--- config.mk ---
export PLATFORM = sky130hd
export DESIGN_NAME = spt_ctrl
export DESIGN_NICKNAME = d
export VERILOG_FILES = /design/src/rtl/core/spt_pkg.sv /design/src/rtl/core/spt_ctrl.sv
export SDC_FILE = /design/constraint.sdc
export NUM_CORES = 1
export LEC_CHECK = 0
export BUFFER_PORTS_ARGS = -buffer_cell sky130_fd_sc_hd__buf_2
export CAP_MARGIN = 40
export CELL_PAD_IN_SITES_DETAIL_PLACEMENT = 1
export CELL_PAD_IN_SITES_GLOBAL_PLACEMENT = 1
export CORE_UTILIZATION = 20
export DETAILED_ROUTE_END_ITERATION = 12
export GPL_TIMING_DRIVEN = 0
export PLACE_DENSITY_LB_ADDON = 0.1
export SETUP_SLACK_MARGIN = 0.05
export SLEW_MARGIN = 10
export SYNTH_ARGS = -nofsm -noshare
export SYNTH_HDL_FRONTEND = slang
export SYNTH_SLANG_ARGS = --single-unit
--- constraint.sdc ---
create_clock -name clock -period 1 [get_ports clock]
set_input_delay 0.1 -clock clock [delete_from_list [all_inputs] [get_ports clock]]
set_output_delay 0.1 -clock clock [all_outputs]
set_load 0.05 [all_outputs]
--- src/rtl/core/spt_pkg.sv ---
// ----------------------------------------------------------------------------
// spt_pkg
// shared widths, operation codes and controller/datapath interface types
// ----------------------------------------------------------------------------
`default_nettype none

package spt_pkg;

   localparam int NUM_SPINS_DEF      = 1024;
   localparam int MAX_NEIGHBOURS_DEF = 16;

   localparam int OP_W    = 2;
   localparam int IDX_W   = 10;
   localparam int SLOT_W  = 4;
   localparam int TOTAL_W = 15;

   localparam logic [OP_W-1:0] OP_LOAD_SPIN  = 2'd0;
   localparam logic [OP_W-1:0] OP_LOAD_ENTRY = 2'd1;
   localparam logic [OP_W-1:0] OP_RECOMPUTE  = 2'd2;
   localparam logic [OP_W-1:0] OP_FLIP       = 2'd3;

   // commands from the controller to the datapath
   typedef struct packed {
      logic clear_wr;   // zero one spin and count entry, step the sweep
      logic item_load;  // capture the request fields
      logic spin_wr;    // spin load
      logic entry_wr;   // neighbour entry load
      logic walk_init;  // start a flip or recompute walk
      logic hdr_cap;    // take count and spin of the walked spin
      logic issue;      // read the next table entry
      logic next_spin;  // advance the recompute walk
      logic finish;     // close a recompute
      logic rsp_load;   // put the total in the output register
   } spt_cmd_type;

   // status from the datapath to the controller
   typedef struct packed {
      logic [OP_W-1:0] op;
      logic            spin_ok;
      logic            clear_last;
      logic            walk_end;
      logic            last_spin;
      logic            pipe_empty;
      logic            rsp_free;
   } spt_stat_type;

endpackage

`default_nettype wire

--- src/rtl/core/spt_ctrl.sv ---
// ----------------------------------------------------------------------------
// spt_ctrl
// sequencer: clear sweep, item dispatch, neighbour walks and result hand-off
// ----------------------------------------------------------------------------
`default_nettype none

module spt_ctrl import spt_pkg::*; (
   input  wire logic         clock,
   input  wire logic         reset,
   input  wire logic         req_tvalid,
   output logic              req_tready,
   output spt_cmd_type       cmd,
   input  wire spt_stat_type stat
);

   localparam logic [2:0] ST_CLEAR    = 3'd0;
   localparam logic [2:0] ST_IDLE     = 3'd1;
   localparam logic [2:0] ST_DISPATCH = 3'd2;
   localparam logic [2:0] ST_HDR      = 3'd3;
   localparam logic [2:0] ST_CAP      = 3'd4;
   localparam logic [2:0] ST_WALK     = 3'd5;
   localparam logic [2:0] ST_DRAIN    = 3'd6;
   localparam logic [2:0] ST_DONE     = 3'd7;

   logic [2:0] state_ff;
   logic [2:0] state_in;

   always_ff @(posedge clock) begin
      if (reset) begin
         state_ff <= ST_CLEAR;
      end else begin
         state_ff <= state_in;
      end
   end

   always_comb begin
      state_in   = state_ff;
      cmd        = '0;
      req_tready = 1'b0;
      case (state_ff)
         ST_CLEAR: begin
            cmd.clear_wr = 1'b1;
            if (stat.clear_last) begin
               state_in = ST_IDLE;
            end
         end
         ST_IDLE: begin
            req_tready = 1'b1;
            if (req_tvalid) begin
               cmd.item_load = 1'b1;
               state_in      = ST_DISPATCH;
            end
         end
         ST_DISPATCH: begin
            case (stat.op)
               OP_LOAD_SPIN: begin
                  cmd.spin_wr = 1'b1;
                  state_in    = ST_DONE;
               end
               OP_LOAD_ENTRY: begin
                  cmd.entry_wr = 1'b1;
                  state_in     = ST_DONE;
               end
               OP_RECOMPUTE: begin
                  cmd.walk_init = 1'b1;
                  state_in      = ST_HDR;
               end
               OP_FLIP: begin
                  if (stat.spin_ok) begin
                     cmd.walk_init = 1'b1;
                     state_in      = ST_HDR;
                  end else begin
                     state_in = ST_DONE;
                  end
               end
               default: begin
                  state_in = ST_DONE;
               end
            endcase
         end
         ST_HDR: begin
            state_in = ST_CAP;
         end
         ST_CAP: begin
            cmd.hdr_cap = 1'b1;
            state_in    = ST_WALK;
         end
         ST_WALK: begin
            if (!stat.walk_end) begin
               cmd.issue = 1'b1;
            end else if (stat.op == OP_RECOMPUTE && !stat.last_spin) begin
               cmd.next_spin = 1'b1;
               state_in      = ST_HDR;
            end else begin
               state_in = ST_DRAIN;
            end
         end
         ST_DRAIN: begin
            if (stat.pipe_empty) begin
               cmd.finish = 1'b1;
               state_in   = ST_DONE;
            end
         end
         ST_DONE: begin
            if (stat.rsp_free) begin
               cmd.rsp_load = 1'b1;
               state_in     = ST_IDLE;
            end
         end
         default: begin
            state_in = ST_IDLE;
         end
      endcase
   end

endmodule

`default_nettype wire

==> results summary <==
Setup violations remaining at the end of the flow were counted as 14. The clock tree buffer depth is 2. The total I/O pin count came out at 22.

Once the floorplan was initialized, standard cells occupied 21.4% of the core. The worst-path maximum fanout is 7. The final reports fail on negative setup slack. The number of antenna violations at the first check in global routing came out at 0. The tightest min-delay check is of the primary input to flop type. Clock-pin slew was measured on the worst setup and hold paths at around 40 ps. The total clock sinks is 3. In the layout the commonest cells are 15 x sky130_fd_sc_hd__buf_6, 11 x sky130_fd_sc_hd__buf_4, 10 x sky130_fd_sc_hd__buf_2.

The clock skew came out at 1.17 ps. The number of flip-flops under the largest register name is 3. The average vias per placed instance is 4.81. Dividing the detail-routed wire length by the instance count gives roughly 16 um.

The area growth from synthesis to final layout came out at 189%. The TritonCTS clock tree is yes. The leakage power figure came out at around 0.35 nW. The pin count of the biggest net entering global routing came out at 8. The type of origin of the critical path is a flop. The total of warnings raised by yosys is 0. 0 antenna diodes ended up in the layout. The core area came out at about 1300 um^2.

Routability-driven placement finished with a final weighted congestion of approximately 0.72. The pre-CTS setup slack came out at -245 ps. The final setup slack of the worst path is -355 ps. The count of state elements after synthesis came out at 3. Data on the critical path is required at its endpoint by 900 ps.

The number of DRC markers after the initial detailed-route iteration came out at 7. The number of buffers created by CTS is 3. The final HPWL from detailed placement is around 710 um. The run finished, with violations left. The cell count after synthesis came out at 42. The number of routed nets with antenna violations is 0. After synthesis, the largest family of logic cells by area is simple AND/OR/NAND/NOR gates.

The cell sitting at the root of the clock tree is a sky130_fd_sc_hd__clkbuf_4. The worst endpoint data arrival time came out at 1250 ps. The full die area is 1530 um^2.

The slowest stage cell on the critical path is sky130_fd_sc_hd__dfxtp_2. The standard-cell row count is 13. After layout, the minimum clock period comes to 1350 ps. The final number of max-transition violations came to 0.

The family with the most delay on the worst path is buffers and inverters. The mux share of post-synthesis cell area came out at 3.64%. The number of global-route vias before repair is 486. The count of buffer and inverter cells on the critical path came out at 3. The number of design rule violations left after detail routing came out at 0. The wire length after detailed routing is ~1500 um. Final hold analysis gives a worst-case slack of just under 70 ps. The vertical die dimension came out at roughly 40 um. In this run the number of H-tree levels came out at 1.

The most common cell after layout, fill and taps aside is sky130_fd_sc_hd__buf_6. The share of synthesized area occupied by flip-flops and latches came out at a little over a fifth. The global-route usage over all layers is between 10% and 20%. The xor/xnor cell area share of the yosys netlist is 0%. Setup repair after global routing could not meet its margin everywhere. The largest registers in the layout are state_ff: 3 flops. The power per standard cell area is 1060 nW/um^2.

The utilization of the core after routing is between 60% and 70%. The overall overflow remaining after global route is 0. The unique cell type count in the Yosys netlist came out at 21. The first TritonRoute pass finished after 4 iterations. The per-instance average area after synthesis came out at between 6 and 7 um^2. The number of nets in the layout came out at 93.

The worst-case IR drop observed on VDD is around 0.51 mV. The number of vias after detailed routing came out at 462. The count of buffers inserted at the top-level ports is 21. The signal on the critical path passes through buf_6 -> buf_4 -> nor2_4 -> and3_4 -> buf_8. The compound-gate portion of the synthesized area came out at between 10% and 20%. The measured slew at the worst slew-check pin is 420 ps. The x dimension of the die is roughly 39 um. The simple logic cell fraction of the synthesized area came out at 46.4%. The synthesized netlist occupies a cell area of 275 um^2. The final hold violation count came out at 0. The global-route wire length before repair is 1950 um.

The delay of the slowest cell on the worst path came out at about 310 ps. The worst path uses 135% of the clock period. The path type of the worst setup path is flop to output port.

The category of the worst setup path capture point is an output port. Across the run, the number of max-cap violations was 0. The register with the most flip-flops is state_ff. The fraction of the mapped netlist area in adder cells is 0%. The relative max-transition margin is a little under three quarters. The number of nets handed over by synthesis was between 50 and 60. The share of layout cells above drive strength 1 is around four fifths.

The insertion delay of the later-clocked pin in the worst-skew pair is 230 ps. The timing-limited maximum frequency is 738 MHz.
==> worst register-to-register path: stages (launching register included) <==
cell                      delay, ps
sky130_fd_sc_hd__dfxtp_2        310
sky130_fd_sc_hd__buf_6          130
sky130_fd_sc_hd__buf_4          160
sky130_fd_sc_hd__mux2i_4        190
sky130_fd_sc_hd__or3_1          310
sky130_fd_sc_hd__a21oi_1        140
==> final timing paths <==
check        slack (ps)  depth (start not counted)           to   startpoint
min                  70                          2  state_ff[0]        reset
max reg2reg        -320                          5  state_ff[1]  state_ff[2]
min reg2reg         560                          2  state_ff[1]  state_ff[1]
max                -350                          5       cmd[8]  state_ff[2]
==> area by class of cell <==
type | instances | area (um^2)
multi-input cells | 33 | 333
clock buffers | 4 | 26.3
well taps | 15 | 18.8
inverters | 3 | 16.3
repair buffers | 36 | 309
fillers | 149 | 490
flip-flops and latches | 3 | 68.8
plain buffers | 2 | 22.5
==> per-layer routing <==
layer  share of wire [%]  up-vias  GRT usage [%]
met5                   0        -              0
met4                   0        0           11.2
met3                 1.8        0           1.73
met2                  60       10           35.8
met1                  39      224           20.6
li1                    -      228              -
==> report_power, final <==
group | leakage (nW) | switching, W | internal, W
Clock | 0.0150 | 0.0000649 | 0.000150
Sequential | 0.0264 | 0.0000243 | 0.000133
Combinational | 0.306 | 0.000248 | 0.000222
Total | 0.347 | 0.000337 | 0.000505
==> synthesized netlist by cell type <==
library cell,instances,area share [%]
sky130_fd_sc_hd__dfxtp_1,3,22
sky130_fd_sc_hd__buf_6,1,4.1
sky130_fd_sc_hd__a21oi_1,2,3.6
sky130_fd_sc_hd__nand3_1,2,3.6
sky130_fd_sc_hd__a221oi_1,1,3.2
sky130_fd_sc_hd__and3_1,1,2.3
sky130_fd_sc_hd__nor3_1,4,7.3
sky130_fd_sc_hd__mux2i_1,1,3.6
sky130_fd_sc_hd__clkbuf_2,1,1.8
sky130_fd_sc_hd__inv_2,1,1.4
sky130_fd_sc_hd__nand2b_1,1,2.3
sky130_fd_sc_hd__nor2_1,6,8.2
sky130_fd_sc_hd__inv_1,2,2.7
sky130_fd_sc_hd__or3_1,2,4.5
sky130_fd_sc_hd__nor3b_1,3,8.2
sky130_fd_sc_hd__nor2b_1,1,2.3
sky130_fd_sc_hd__o2111a_1,1,4.1
sky130_fd_sc_hd__o21ai_0,3,5.5
sky130_fd_sc_hd__nand4_1,1,2.3
sky130_fd_sc_hd__buf_2,1,1.8
sky130_fd_sc_hd__nand2_1,4,5.5
==> what timing repair did <==
| action | CTS | global route |
|---|---|---|
| buffers inserted | 12 | 2 |
| hold buffers | 0 | 0 |
| gates resized for setup | 39 | 8 |
| hold endpoints to repair | 0 | 0 |
| pin swaps | 4 | 6 |
| setup endpoints to repair | 14 | 14 |
| cloned | 1 | 0 |
==> cell families (layout without fill, tap and decap cells) <==
kind of cell / after synthesis / after routing
AND/OR/NAND/NOR: 25 / 25
flip-flops: 3 / 3
buffers and inverters: 6 / 45
multiplexers: 1 / 1
AO/OA/AOI/OAI: 7 / 7
==> through the flow <==
step                setup TNS [ps]  cell area, um^2  cells  power, W
finish                       -3840              795     96  0.000842
global route                 -4580              795     96  0.000892
CTS                          -3640              769     95  0.000819
detailed placement           -2020              517     78  0.000458
global placement             -1900              517     78  0.000456
floorplan                    -1360              393     42  0.000385
(Power assumes the default switching activity.)
